## config.mk

```make
export PLATFORM = sky130hd
export DESIGN_NAME = multi_signature_byte_scanner
export DESIGN_NICKNAME = d
export VERILOG_FILES = /design/src/rtl/core/msbs_pkg.sv /design/src/rtl/core/msbs_cell.sv /design/src/rtl/core/msbs_match.sv /design/src/rtl/core/multi_signature_byte_scanner.sv
export SDC_FILE = /design/constraint.sdc
export NUM_CORES = 1
export LEC_CHECK = 0
export CELL_PAD_IN_SITES_DETAIL_PLACEMENT = 0
export CELL_PAD_IN_SITES_GLOBAL_PLACEMENT = 2
export CORE_ASPECT_RATIO = 0.75
export CORE_UTILIZATION = 34
export CTS_CLUSTER_DIAMETER = 150
export CTS_CLUSTER_SIZE = 20
export DETAILED_ROUTE_END_ITERATION = 8
export DONT_BUFFER_PORTS = 1
export GPL_TIMING_DRIVEN = 0
export PLACE_DENSITY_LB_ADDON = 0.1
export SETUP_SLACK_MARGIN = 0.2
export SLEW_MARGIN = 20
export SYNTH_ARGS = -nofsm -noshare
export SYNTH_HDL_FRONTEND = slang
export SYNTH_SLANG_ARGS = --single-unit
```

## constraint.sdc

```tcl
create_clock -name clock -period 2.7 [get_ports clock]
set_input_delay 0.54 -clock clock [delete_from_list [all_inputs] [get_ports clock]]
set_output_delay 0.54 -clock clock [all_outputs]
set_load 0.01 [all_outputs]
```

## src/rtl/core/msbs_pkg.sv

```systemverilog
// shared constants for the multi-signature byte scanner: window size, class codes
// and the fixed byte strings compared against the window; no dependencies
`default_nettype none

package msbs_pkg;

   localparam int WIN_LEN  = 19;
   localparam int CELL_CNT = WIN_LEN - 1;
   localparam int SIG_CNT  = 10;
   localparam int SIG_LEN  = 18;
   localparam int DIST_W   = 6;

   localparam logic [DIST_W-1:0] DIST_MAX  = 6'd63;
   localparam logic [DIST_W-1:0] MID_DIST  = 6'd17;
   localparam logic [DIST_W-1:0] BY_DIST   = 6'd41;
   localparam logic [DIST_W-1:0] TAIL_DIST = 6'd61;

   localparam logic [2:0] CLASS_NONE  = 3'd0;
   localparam logic [2:0] CLASS_LIST  = 3'd1;
   localparam logic [2:0] CLASS_THREE = 3'd2;
   localparam logic [2:0] CLASS_TWO   = 3'd3;
   localparam logic [2:0] CLASS_TAG   = 3'd4;

   // last character in the lowest byte, matching window byte 0 (newest)
   localparam logic [8*SIG_LEN-1:0] SIG_TEXT [SIG_CNT] = '{
      "SONG BY ST COMPILE",
      "SONG BY MB COMPILE",
      "SONG BY ST-COMPILE",
      {"SOUND ", "TRACKER v1.1"},
      "S.T.FULL EDITION  ",
      {8'h00, "S.T.FULL EDITION "},
      {"SOUND ", "TRACKER v1.3"},
      " STU SONG COMPILER",
      {"(C) K", "LAV \"S_", "SONIC\""},
      "ZX81 Compiler A.Re"
   };
   localparam logic [SIG_CNT-1:0] SIG_SHORT = 10'b00_0010_0000;

   localparam logic [8*8-1:0]  HDR_THREE = "PSC V1.0";
   localparam logic [8*16-1:0] MID_THREE = " COMPILATION OF ";
   localparam logic [8*4-1:0]  END_THREE = " BY ";
   localparam logic [8*8-1:0]  HDR_TWO   = "Module: ";
   localparam logic [8*19-1:0] END_TWO   = {";Fast ", "Tracker v1.00"};
   localparam logic [8*4-1:0]  TAG_SHORT = {"GTR", 8'h0a};

   typedef struct packed {
      logic step;
      logic last;
   } step_type;

endpackage

`default_nettype wire

```

## src/rtl/core/msbs_cell.sv

```systemverilog
// one byte cell of the recent-byte window: loads its neighbor's byte on each
// transfer and clears at end of file; no package dependency
`default_nettype none

module msbs_cell (
   input  wire logic       clock,
   input  wire logic       reset,
   input  wire logic       step,
   input  wire logic       clear,
   input  wire logic [7:0] byte_in,
   output logic      [7:0] byte_out
);

   logic [7:0] byte_ff;
   logic [7:0] byte_in_mux;

   always_comb begin
      byte_in_mux = byte_ff;
      if (step) begin
         byte_in_mux = clear ? 8'h00 : byte_in;
      end
   end

   always_ff @(posedge clock) begin
      if (reset) begin
         byte_ff <= 8'h00;
      end else begin
         byte_ff <= byte_in_mux;
      end
   end

   assign byte_out = byte_ff;

endmodule

`default_nettype wire

```

## src/rtl/core/msbs_match.sv

```systemverilog
// string compares on the shifted window, header tracking and class select
// depends on msbs_pkg for strings, distances and class codes
`default_nettype none

module msbs_match
   import msbs_pkg::*;
(
   input  wire logic                 clock,
   input  wire logic                 reset,
   input  wire step_type             ctrl,
   input  wire logic [8*WIN_LEN-1:0] win,
   output logic      [2:0]           format_class
);

   logic              list_ff,  list_in;
   logic              th_seen_ff, th_seen_in;
   logic [DIST_W-1:0] th_dist_ff, th_dist_in;
   logic              th_mid_ff, th_mid_in;
   logic              th_ok_ff, th_ok_in;
   logic              tw_seen_ff, tw_seen_in;
   logic [DIST_W-1:0] tw_dist_ff, tw_dist_in;
   logic              tw_ok_ff, tw_ok_in;
   logic              tag_ff, tag_in;
   logic [SIG_CNT-1:0] sig_hit;

   always_comb begin
      for (int i = 0; i < SIG_CNT; i++) begin
         if (SIG_SHORT[i]) begin
            sig_hit[i] = win[8*(SIG_LEN-1)-1:0] == SIG_TEXT[i][8*(SIG_LEN-1)-1:0];
         end else begin
            sig_hit[i] = win[8*SIG_LEN-1:0] == SIG_TEXT[i];
         end
      end
   end

   always_comb begin
      list_in    = list_ff | (|sig_hit);
      th_seen_in = th_seen_ff;
      th_dist_in = th_dist_ff;
      th_mid_in  = th_mid_ff;
      th_ok_in   = th_ok_ff;
      tw_seen_in = tw_seen_ff;
      tw_dist_in = tw_dist_ff;
      tw_ok_in   = tw_ok_ff;
      tag_in     = tag_ff | (win[31:0] == TAG_SHORT);

      if (th_seen_ff) begin
         if (th_dist_ff < DIST_MAX) begin
            th_dist_in = th_dist_ff + 6'd1;
         end
         if (th_dist_in == MID_DIST && win[127:0] == MID_THREE) begin
            th_mid_in = 1'b1;
         end
         if (th_dist_in == BY_DIST && th_mid_ff && win[31:0] == END_THREE) begin
            th_ok_in = 1'b1;
         end
      end else if (win[63:0] == HDR_THREE) begin
         th_seen_in = 1'b1;
         th_dist_in = '0;
      end

      if (tw_seen_ff) begin
         if (tw_dist_ff < DIST_MAX) begin
            tw_dist_in = tw_dist_ff + 6'd1;
         end
         if (tw_dist_in == TAIL_DIST && win[151:0] == END_TWO) begin
            tw_ok_in = 1'b1;
         end
      end else if (win[63:0] == HDR_TWO) begin
         tw_seen_in = 1'b1;
         tw_dist_in = '0;
      end
   end

   always_comb begin
      if (list_in) begin
         format_class = CLASS_LIST;
      end else if (th_ok_in) begin
         format_class = CLASS_THREE;
      end else if (tw_ok_in) begin
         format_class = CLASS_TWO;
      end else if (tag_in) begin
         format_class = CLASS_TAG;
      end else begin
         format_class = CLASS_NONE;
      end
   end

   always_ff @(posedge clock) begin
      if (reset || (ctrl.step && ctrl.last)) begin
         list_ff    <= 1'b0;
         th_seen_ff <= 1'b0;
         th_dist_ff <= '0;
         th_mid_ff  <= 1'b0;
         th_ok_ff   <= 1'b0;
         tw_seen_ff <= 1'b0;
         tw_dist_ff <= '0;
         tw_ok_ff   <= 1'b0;
         tag_ff     <= 1'b0;
      end else if (ctrl.step) begin
         list_ff    <= list_in;
         th_seen_ff <= th_seen_in;
         th_dist_ff <= th_dist_in;
         th_mid_ff  <= th_mid_in;
         th_ok_ff   <= th_ok_in;
         tw_seen_ff <= tw_seen_in;
         tw_dist_ff <= tw_dist_in;
         tw_ok_ff   <= tw_ok_in;
         tag_ff     <= tag_in;
      end
   end

   a_eof_clears: assert property (@(posedge clock) disable iff (reset)
      ctrl.step && ctrl.last |=> !list_ff && !th_seen_ff && !tw_seen_ff && !tag_ff)
      else $error("match state not cleared after end of file");

   a_ok_needs_header: assert property (@(posedge clock) disable iff (reset)
      th_ok_ff |-> th_seen_ff && th_mid_ff)
      else $error("three-part match without header and middle string");

   a_dist_idle: assert property (@(posedge clock) disable iff (reset)
      !tw_seen_ff |-> tw_dist_ff == '0 && !tw_ok_ff)
      else $error("two-part distance running without header");

endmodule

`default_nettype wire

```

## src/rtl/core/multi_signature_byte_scanner.sv

```systemverilog
// top level of the multi-signature byte scanner: window cell chain, matcher and
// result register; depends on msbs_pkg, msbs_cell and msbs_match
//
//   channel   dir   payload                                  end of item
//   req_*     in    tdata[7:0] data_byte, tlast last_byte    tvalid & tready
//   rsp_*     out   tdata[2:0] format_class, [7:3] zero      tvalid & tready
//
// one byte per cycle while req_tready is high; every compare runs in parallel on the shifted window
// a result is valid in the cycle after the transfer of a byte with tlast set
// a held result stalls input only while rsp_tready is low
// synchronous reset clears the window, the match flags and the result valid
`default_nettype none

module multi_signature_byte_scanner
   import msbs_pkg::*;
(
   input  wire logic       clock,
   input  wire logic       reset,
   input  wire logic       req_tvalid,
   output logic            req_tready,
   input  wire logic [7:0] req_tdata,   // [7:0] data_byte
   input  wire logic       req_tlast,   // last_byte
   output logic            rsp_tvalid,
   input  wire logic       rsp_tready,
   output logic      [7:0] rsp_tdata    // [2:0] format_class, [7:3] zero
);

   logic [7:0]           cell_q [CELL_CNT];
   logic [8*WIN_LEN-1:0] win;
   step_type             ctrl;
   logic [2:0]           cls;
   logic                 rsp_valid_ff, rsp_valid_in;
   logic [2:0]           rsp_class_ff;

   assign req_tready = !rsp_valid_ff || rsp_tready;
   assign ctrl.step  = req_tvalid && req_tready;
   assign ctrl.last  = req_tlast;

   for (genvar j = 0; j < CELL_CNT; j++) begin : g_cell
      msbs_cell u_cell (
         .clock    (clock),
         .reset    (reset),
         .step     (ctrl.step),
         .clear    (req_tlast),
         .byte_in  (j == 0 ? req_tdata : cell_q[(j == 0) ? 0 : j-1]),
         .byte_out (cell_q[j])
      );
      assign win[8*(j+1) +: 8] = cell_q[j];
   end
   assign win[7:0] = req_tdata;

   msbs_match u_match (
      .clock        (clock),
      .reset        (reset),
      .ctrl         (ctrl),
      .win          (win),
      .format_class (cls)
   );

   always_comb begin
      rsp_valid_in = rsp_valid_ff && !rsp_tready;
      if (ctrl.step && ctrl.last) begin
         rsp_valid_in = 1'b1;
      end
   end

   always_ff @(posedge clock) begin
      if (reset) begin
         rsp_valid_ff <= 1'b0;
      end else begin
         rsp_valid_ff <= rsp_valid_in;
      end
   end

   always_ff @(posedge clock) begin
      if (ctrl.step && ctrl.last) begin
         rsp_class_ff <= cls;
      end
   end

   assign rsp_tvalid = rsp_valid_ff;
   assign rsp_tdata  = {5'b00000, rsp_class_ff};

   a_eof_gives_result: assert property (@(posedge clock) disable iff (reset)
      ctrl.step && ctrl.last |=> rsp_tvalid)
      else $error("end of file transfer without result");

   a_stall_only_when_full: assert property (@(posedge clock) disable iff (reset)
      !req_tready |-> rsp_valid_ff && !rsp_tready)
      else $error("input stalled without a pending result");

   a_class_range: assert property (@(posedge clock) disable iff (reset)
      rsp_tvalid |-> rsp_class_ff <= CLASS_TAG)
      else $error("result class out of range");

endmodule

`default_nettype wire

```

Word level (Yosys, flattened, before mapping)
Cells that the tools add are included.

Magnitude comparators: 2. Bitwise logic cells: 2. Equal/unequal tests: 19. Muxes and demuxes: 38. Add/subtract/negate cells: 2. Reductions and logical operators: 18.

Operators by type and width (count): $eq A144 B143 Y1 const B (7); $eq A144 B142 Y1 const B (2); $eq A152 B150 Y1 const B (1); $mux W8 (18); $eq A136 B135 Y1 const B (1); $eq A128 B126 Y1 const B (1); $eq A64 B63 Y1 const B (2); $mux W6 (8); $eq A32 B30 Y1 const B (1); $eq A32 B31 Y1 const B (1); $add A6 B1 Y6 const B (2); $eq A6 B6 Y1 const B (2); $lt A6 B6 Y1 const B (2); $reduce_or A10 Y1 (1); $mux W1 (9); $logic_and A1 B1 Y1 (7); $eq A6 B5 Y1 const B (1); $mux W2 (2); $reduce_and A2 Y1 (2); $reduce_bool A2 Y1 (2); $mux W3 (1); $reduce_and A3 Y1 (1); $reduce_or A3 Y1 (1); $logic_not A1 Y1 (2); other kinds (2) (4).

Register bits: 167. Output and inout port bits: 10. Bits of input ports: 13. Logic and storage cells: 111.

Depth between registers and ports, before layout
Gate-level depths: netlist of run 1.

Depth after elaboration: 9. Mapped depth: 10. Gate-level depth less buffers: 9.

Cells and area by module
A second synthesis of run 1 with hierarchy kept.

Cell total of the unflattened synthesis: 1079. Area, all modules: 9590.4 um^2.

Modules (own cells, without submodules): msbs_cell (instances 18, sequential area each 160.2 um^2, cells an instance 34, area each 340.3 um^2); msbs_match (instances 1, sequential area each 380.4 um^2, cells an instance 452, area each 3265.6 um^2); multi_signature_byte_scanner (instances 1, sequential area each 110.1 um^2, cells an instance 15, area each 198.9 um^2).

Worst setup path after synthesis of run 1
Ideal clock, no wire load.

Kind: input to register. Start point: in req_tdata[1]. End point: reg rsp_class_ff[1] (data pin). Cell stages on the path: 7. Path buffers: 0. Data required time: 2.436 ns. Data arrival time: 2.488 ns. Library setup time: 0.264 ns. Setup slack: -0.052 ns. Path through: nor4_2 nand3b_1 or4_1 or4_4 a2111oi_4 or3_2 nor3_1.

Cells in the longest elaborated chain, start to end: 6. Elaborated cells between the ends (all ways): 22. Classes of those cells: eq/ne: 12; mux: 6; bitwise: 1; reduce/logical: 3.

RTL lines: from (decl) (line multi_signature_byte_scanner.sv:21) `input wire logic [7:0] req_tdata,`; $eq A152 B150 Y1 (line msbs_match.sv:66) `if (tw_dist_in == TAIL_DIST && win[151:0] == END_TWO) begin`; $logic_and A1 B1 Y1 (line msbs_match.sv:66); $mux W1 (line msbs_match.sv:66); $mux W1 (line msbs_match.sv:62) `if (tw_seen_ff) begin`; $mux W2 (line msbs_match.sv:80) `end else if (tw_ok_in) begin`; $mux W2 (line msbs_match.sv:78) `end else if (th_ok_in) begin`; to (signal assigned) (line multi_signature_byte_scanner.sv:77) `rsp_class_ff <= cls;`; to (decl) (line multi_signature_byte_scanner.sv:33) `logic [2:0] rsp_class_ff;`.

Parallel ways exist; a longest one is shown, timed or not. A chain may end at the register's enable or synchronous reset.

Worst setup path after layout of run 1
Start point: reg g_cell[1].u_cell.byte_ff[5]. End point: reg rsp_class_ff[1] (data pin).

Cells in the longest elaborated chain, start to end: 6. Elaborated cells between the ends (all ways): 22. Classes of those cells: eq/ne: 12; mux: 6; bitwise: 1; reduce/logical: 3.

RTL lines: from (decl) (line msbs_cell.sv:14) `logic [7:0] byte_ff;`; from (signal assigned) (line msbs_cell.sv:28) `byte_ff <= byte_in_mux;`; $eq A152 B150 Y1 (line msbs_match.sv:66); $logic_and A1 B1 Y1 (line msbs_match.sv:66); $mux W1 (line msbs_match.sv:66); $mux W1 (line msbs_match.sv:62); $mux W2 (line msbs_match.sv:80); $mux W2 (line msbs_match.sv:78).

Parallel ways exist; a longest one is shown, timed or not.

==> run metrics, run 1 <==
#FFs+latches synth 167; delay of the slowest critical-path stage 0.49 ns; Sw Ratio 0.262; failing checks negative setup slack; final std cells w/o fill 1,518; synthesized area per cell 7.56 sq um; Peak VDD IR 0.438 mV; Top FF cell, synth dfxtp_1; area post-placement 8950 sq um; pwr dens 505 nW/um^2; arrival time at the worst endpoint 3.02 ns; # IOs 23; drt pass-1 iters 7; Worst Path Class, Setup reg2reg; Final min period 2.84 ns; unrepaired setup endpoints after global routing yes; Fin. Hold Viols 0; critical path, cell by cell nor4b_4 > nand3_1 > nor4_2 > nand4_1 > a2111oi_4 > or3_4 > nor3_2; Nets 1,191; die height 139 microns; commonest non-fill, non-tap cell in the layout nand2_1; IO buf count 0; Area growth syn-to-layout 22.1%; Slowest-stage cell, CP dfxtp_1; Post-DRT Antenna Nets 0; CTS Hold Bufs 0; ratio of cells with drive above 1 in the final layout 0.174; CTS tree done; LEAKAGE 3.10 nW; period utilization 1.05; core box area 24,200 sq um; WP buf/inv 0; fin. max-slew vios 0; cell count after synthesis 1,122; most frequent cells in the layout nand2_1, a21oi_1, dfxtp_1; post-synthesis sequential area ratio 0.398; worst skew pair latency 0.45 ns; final setup TNS -0.324 ns; Post-synth EDFFs 3; n_diodes 0; CP required 2.88 ns; critical path's top delay family simple AND/OR/NAND/NOR gates; Clock Sinks 167; via count 8,904; via-per-instance ratio 5.87; starting density of the core 0.350; CP startpoint kind flop; H-tree depth 4; Yosys Warn Count 0; fillers 2,546; crit path max fanout 7; final setup fails 3; Num CTS Buffers 17; final WL 39.9 mm; Synth area leaders dfxtp_1, nand2_1, a21oi_1; total track usage 0.320; drt first-iter violations 882; f_max 353 MHz; Clock Power Share 0.471; Cell Int Power 0.00386 W; FFs w/ async S/R, synth 0; CTS max path bufs 2; row count 49; Logic pwr share 0.052; # DRC 0; Slew Limit Headroom 0.339; Reg-to-Reg Start g_cell[1].u_cell.byte_out[5]; Final Instance Area 10,400 sq um; worst min-delay path category in2reg; Worst Setup SP g_cell[1].u_cell.byte_out[5]; max_cap viols 0; vias in the first global route 8,377; status finished with violations; root buf cell clkbuf_16; Hold Crit Start reset; Final GP Congestion 0.992; antenna violations before repair 2; worst slack at placement -1.09 ns; first-pass GRT wire length 58.5 mm; clk slew on worst S/H paths 0.07 ns; PnR worst setup slack -0.135 ns; synth unique cells 62; synthesized area 8480 sq um; GRT overflow 0; DIE AREA 25,600 sq um; die width 184 microns; final core occ 0.428; Inst Count DP 1,457; share of power burned in registers 0.478; Worst setup EP type flop; average wire per standard cell 26.3 microns; largest net degree at the start of global routing 17; worst slew pin tran 0.991 ns; Setup Skew 0.0121 ns; HPWL after DPL 29.7 mm; Yosys top cell area share 0.387; sw power 0.00137 W; area leader, netlist dfxtp_1
per-layer routing:
metal  GRT usage  vias to the layer above  part of all wire
met2       0.452                      383              0.41
met4      0.0772                        0             0.014
met3      0.0932                       37             0.089
met1       0.471                     4346              0.48
met5           0                        -                 0
li1            -                     4138                 -
final cells by class:
type	count	area [sq um]	area share
clock buffer	20	457	0.0441
timing repair buffer	29	230	0.0222
inverter	9	33.8	0.00326
clock inverter	12	118	0.0114
multi-input combinational	885	5350	0.517
tap	331	414	0.0400
buffer	65	313	0.0302
sequential	167	3440	0.332
power groups by stage:
| stage | sequential [W] | clock, W | combinational, W |
|---|---|---|---|
| 6_report | 0.00250 | 0.00246 | 0.000271 |
| 5_1_grt | 0.00250 | 0.00259 | 0.000293 |
| 4_1_cts | 0.00250 | 0.00251 | 0.000264 |
| 3_5_place_dp | 0.00256 | 0 | 0.000257 |
| 3_3_place_gp | 0.00256 | 0 | 0.000258 |
| 2_1_floorplan | 0.00255 | 0 | 0.000159 |
path summary, 6_finish.rpt:
path / cells after the start / end / slack (ns)
worst max-delay path: 7 / rsp_class_ff[1] / -0.14
worst min-delay path: 1 / rsp_tvalid / 0.15
worst max register to register: 7 / rsp_class_ff[1] / -0.14
worst min register to register: 2 / g_cell[17].u_cell.byte_out[2] / 0.45
worst register-to-register path, delay by kind of cell, from the launching register on:
| family | cells | cell delay [ns] |
|---|---|---|
| DFF | 1 | 0.49 |
| and+or+nand+nor | 6 | 1.60 |
| AOI/OAI and AO/OA | 1 | 0.48 |
stage by stage:
step | hold slack [ns] | power, W
finish | 0.152 | 0.00523
floorplan | 0.431 | 0.00271
global placement | 0.441 | 0.00282
global route | 0.141 | 0.00539
CTS | 0.137 | 0.00527
detailed placement | 0.443 | 0.00282
registers in the layout, summed over array words and instances, names as in the netlist:
register	cells
g_cell.u_cell.byte_out	144
rsp_class_ff	3
rsp_tvalid	1
u_match.list_ff	1
u_match.tag_ff	1
u_match.th_dist_ff	6
u_match.th_mid_ff	1
u_match.th_ok_ff	1
u_match.th_seen_ff	1
u_match.tw_dist_ff	6
u_match.tw_ok_ff	1
u_match.tw_seen_ff	1
cell usage after synthesis (11+ instances only):
| master | instances |
|---|---|
| nor4_1 | 30 |
| clkbuf_1 | 57 |
| o21ai_0 | 12 |
| nand4b_1 | 21 |
| nor2b_1 | 16 |
| nor3_1 | 19 |
| nand4_1 | 35 |
| nor4bb_1 | 22 |
| dfxtp_1 | 164 |
| a21oi_1 | 157 |
| nand3_1 | 37 |
| nand2_1 | 325 |
| nor3b_1 | 17 |
| nor2_1 | 43 |
| nor4b_1 | 28 |
| or4_1 | 11 |
cells by family (layout without fill, tap and decap cells):
logic type | Yosys count | count (layout) | synth area share
buf+inv | 74 | 135 | 0.0350
flops | 167 | 167 | 0.398
xor+xnor | 2 | 2 | 0.00207
simple gates | 677 | 677 | 0.430
compound gates | 196 | 196 | 0.128
fa+ha+maj | 4 | 4 | 0.00590
mux | 1 | 1 | 0.00118
other cells | 1 | 5 | 0.000442
repair_timing:
action                                 4_1_cts  5_1_grt
pin swaps                                   18        8
buffers inserted                            23        6
endpoints found under the hold margin        0        0
setup endpoints to repair                  162      157
gates resized for setup                    125       38
(Power assumes the default switching activity.)
==> run 2, diff against run 1 <==
--- a/config.mk
+++ b/config.mk
@@ -5,10 +5,11 @@
 export SDC_FILE = /design/constraint.sdc
 export NUM_CORES = 1
 export LEC_CHECK = 0
+export ABC_AREA = 1
 export CELL_PAD_IN_SITES_DETAIL_PLACEMENT = 0
 export CELL_PAD_IN_SITES_GLOBAL_PLACEMENT = 2
 export CORE_ASPECT_RATIO = 0.75
-export CORE_UTILIZATION = 34
+export CORE_UTILIZATION = 32
 export CTS_CLUSTER_DIAMETER = 150
 export CTS_CLUSTER_SIZE = 20
 export DETAILED_ROUTE_END_ITERATION = 8
==> run 2 against run 1 <==
Effect of this change:
- the run now ends clean
- sequential share of layout area decreased by 0.89 points
- hold slack improved by 0.10 ns
- clock skew decreased by 0.0017 ns
- synthesized cell count increased by 33%
- clock power increased by 11%
==> run metrics, run 2 <==
critical path's top delay family simple AND/OR/NAND/NOR gates; root buf cell clkbuf_16; Final Instance Area 10,400 sq um (+0.77%); unrepaired setup endpoints after global routing no; Area growth syn-to-layout 12.5%; arrival time at the worst endpoint 2.65 ns (-0.37 ns); delay of the slowest critical-path stage 0.38 ns (-0.11 ns); area post-placement 9770 sq um (+9.2%); synthesized area 9280 sq um (+9.4%); Worst setup EP type flop; commonest non-fill, non-tap cell in the layout nor2_1; CP startpoint kind flop; Post-DRT Antenna Nets 0 (unchanged); Yosys top cell area share 0.354 (-0.0332); Post-synth top cells nor2_1, nand2_1, inv_1; end of the worst register-to-register path rsp_class_ff[2]; most frequent cells in the layout nor2_1, nand2_1, inv_1; reg2reg path depth 12 (+5); count leader, synth nor2_1; final std cells w/o fill 1,909 (+26%); clk slew on worst S/H paths 0.07 ns (about the same); Peak VDD IR 0.425 mV (-3.2%); crit path max fanout 5 (-2); max_cap viols 0 (unchanged); antenna violations before repair 0 (-2); row count 53 (+8.2%); CTS Hold Bufs 0 (unchanged); Worst Setup SP g_cell[6].u_cell.byte_out[2]; pwr dens 609 nW/um^2 (+20%); DIE AREA 29,700 sq um (+16%); Fin. Hold Viols 0 (unchanged); LEAKAGE 3.80 nW (+22%); H-tree depth 4 (unchanged); ratio of cells with drive above 1 in the final layout 0.0486 (-0.126); Reg-to-Reg Start g_cell[6].u_cell.byte_out[2]; reg2reg setup slack 0.26 ns (+0.40 ns); Top FF cell, synth dfxtp_1; synth unique cells 29 (-53%); critical path, cell by cell inv_1 > nand2_1 > nor2_1 > nand2_1 > nor2_1 > nand2_1 > nor2_1 > nand3_1 > nand2_1 > nand2_1 > nand3_2 > nor2_1; status finished, final reports clean; core box area 28,200 sq um (+17%); Worst setup endpoint rsp_class_ff[2]; largest net degree at the start of global routing 17 (unchanged); n_diodes 0 (unchanged); #FFs+latches synth 167 (unchanged); Worst Path Class, Setup reg2reg; WP buf/inv 1 (+1); drt pass-1 iters 5 (-2); worst slack at placement -0.228 ns (+0.864 ns); FFs w/ async S/R, synth 0 (unchanged); Slowest-stage cell, CP nor2_1; synthesized area per cell 6.23 sq um (-18%); final core occ 0.369 (-0.0582); worst min-delay path category in2reg; final setup TNS 0 ns (+0.324 ns); Clock Sinks 167 (unchanged); worst skew pair latency 0.46 ns (about the same); first-pass GRT wire length 61.8 mm (+5.6%); Num CTS Buffers 17 (unchanged); Largest register FFs 144 (unchanged); via count 9,719 (+9.2%); Slew Limit Headroom 0.276 (-0.0636); Final GP Congestion 0.974 (-1.8%); via-per-instance ratio 5.09 (-13%); # DRC 0 (unchanged); period utilization 0.902 (-0.148); HPWL after DPL 35.2 mm (+18%); worst slew pin tran 1.09 ns (+0.0954 ns); vias in the first global route 9,114 (+8.8%); die height 149 microns (+7.7%); die width 199 microns (+7.7%); CTS max path bufs 2 (unchanged); starting density of the core 0.328 (-0.0219); Inst Count DP 1,877 (+29%); post-synthesis sequential area ratio 0.364 (-0.0341); critical path depth 12 (+5); drt first-iter violations 858 (-2.7%); final setup fails 0 (-3); GRT overflow 0 (unchanged); Crit path top cell by count nand2_1; area leader, netlist dfxtp_1; CP required 2.92 ns (+0.04 ns); Final min period 2.44 ns (-0.400 ns); Nets 1,529 (+28%); Post-synth EDFFs 3 (unchanged); final WL 42.7 mm (+7.1%); Synth area leaders dfxtp_1, nor2_1, nand2_1; Setup Skew 0.0105 ns (-0.00169 ns); CTS tree done; total track usage 0.299 (-0.0208); f_max 411 MHz (+16%); # IOs 23 (unchanged); fin. max-slew vios 0 (unchanged); average wire per standard cell 22.4 microns (-15%); Yosys Warn Count 0 (unchanged); IO buf count 0 (unchanged); PnR worst setup slack 0.264 ns (+0.400 ns); cell count after synthesis 1,488 (+33%)
## run 2: power by group
| group | total [W] | internal, W | leakage (nW) | switching (W) |
|---|---|---|---|---|
| combinational | 0.000858 | 0.000217 | 2.11 | 0.000641 |
| clock | 0.00273 | 0.00162 | 0.314 | 0.00110 |
| sequential | 0.00277 | 0.00260 | 1.37 | 0.000162 |
| total | 0.00635 | 0.00445 | 3.80 | 0.00191 |
## run 2: worst reg2reg max path, stage by stage, from the launching register on
cell and delay [ns]:
dfxtp_1 0.35, inv_1 0.23, nand2_1 0.10, nor2_1 0.38
nand2_1 0.11, nor2_1 0.24, nand2_1 0.08, nor2_1 0.19
nand3_1 0.10, nand2_1 0.09, nand2_1 0.14, nand3_2 0.14
nor2_1 0.05
## run 2: worst min-delay path by stage
stage	endpoint	depth (start not counted)	startpoint	slack (ns)
2_1_floorplan	u_match.th_mid_ff	2	u_match.th_mid_ff	0.43
3_3_place_gp	u_match.th_mid_ff	2	u_match.th_mid_ff	0.44
3_5_place_dp	u_match.th_mid_ff	2	u_match.th_mid_ff	0.44
4_1_cts	g_cell[0].u_cell.byte_out[7]	2	req_tdata[7]	0.25
5_1_grt	g_cell[0].u_cell.byte_out[6]	2	req_tdata[6]	0.28
6_report	g_cell[0].u_cell.byte_out[6]	2	req_tdata[6]	0.25
## run 2: area by class of cell
class,instances,area [sq um]
inverters,188,706
flip-flops and latches,167,3370
well taps,385,482
plain buffers,55,255
multi-input cells,1082,4970
repair buffers,1,7.51
clock inverters,10,166
clock buffers,21,470
fillers,3259,17800
## run 2: timing repair
action                                  4_1_cts  5_1_grt
gates resized for setup                       2        2
buffers inserted                              1        0
pin swaps                                     1        0
endpoints found under the setup margin       91        3
cloned                                        0        0
## run 2: kinds of logic (layout without fill, tap and decap cells)
family | count (synthesis) | after routing | synth area share
other cells | 1 | 5 | 0.000404
flops | 167 | 167 | 0.364
xor+xnor | 3 | 3 | 0.00283
buf+inv | 243 | 275 | 0.103
fa+ha+maj | 4 | 4 | 0.00540
simple gates | 897 | 897 | 0.391
compound gates | 173 | 173 | 0.134
## run 2: layer usage
metal,up-vias,GRT usage,share of wire
li1,4801,-,-
met1,4598,0.443,0.51
met2,288,0.415,0.39
met3,32,0.0942,0.088
met4,0,0.0681,0.013
met5,-,0,0
## run 2: per-stage QoR
step	power [W]	hold slack, ns
final	0.00635	0.254
after global routing	0.00660	0.280
after CTS	0.00638	0.246
after detailed placement	0.00365	0.444
after global placement	0.00365	0.437
after floorplan	0.00330	0.430
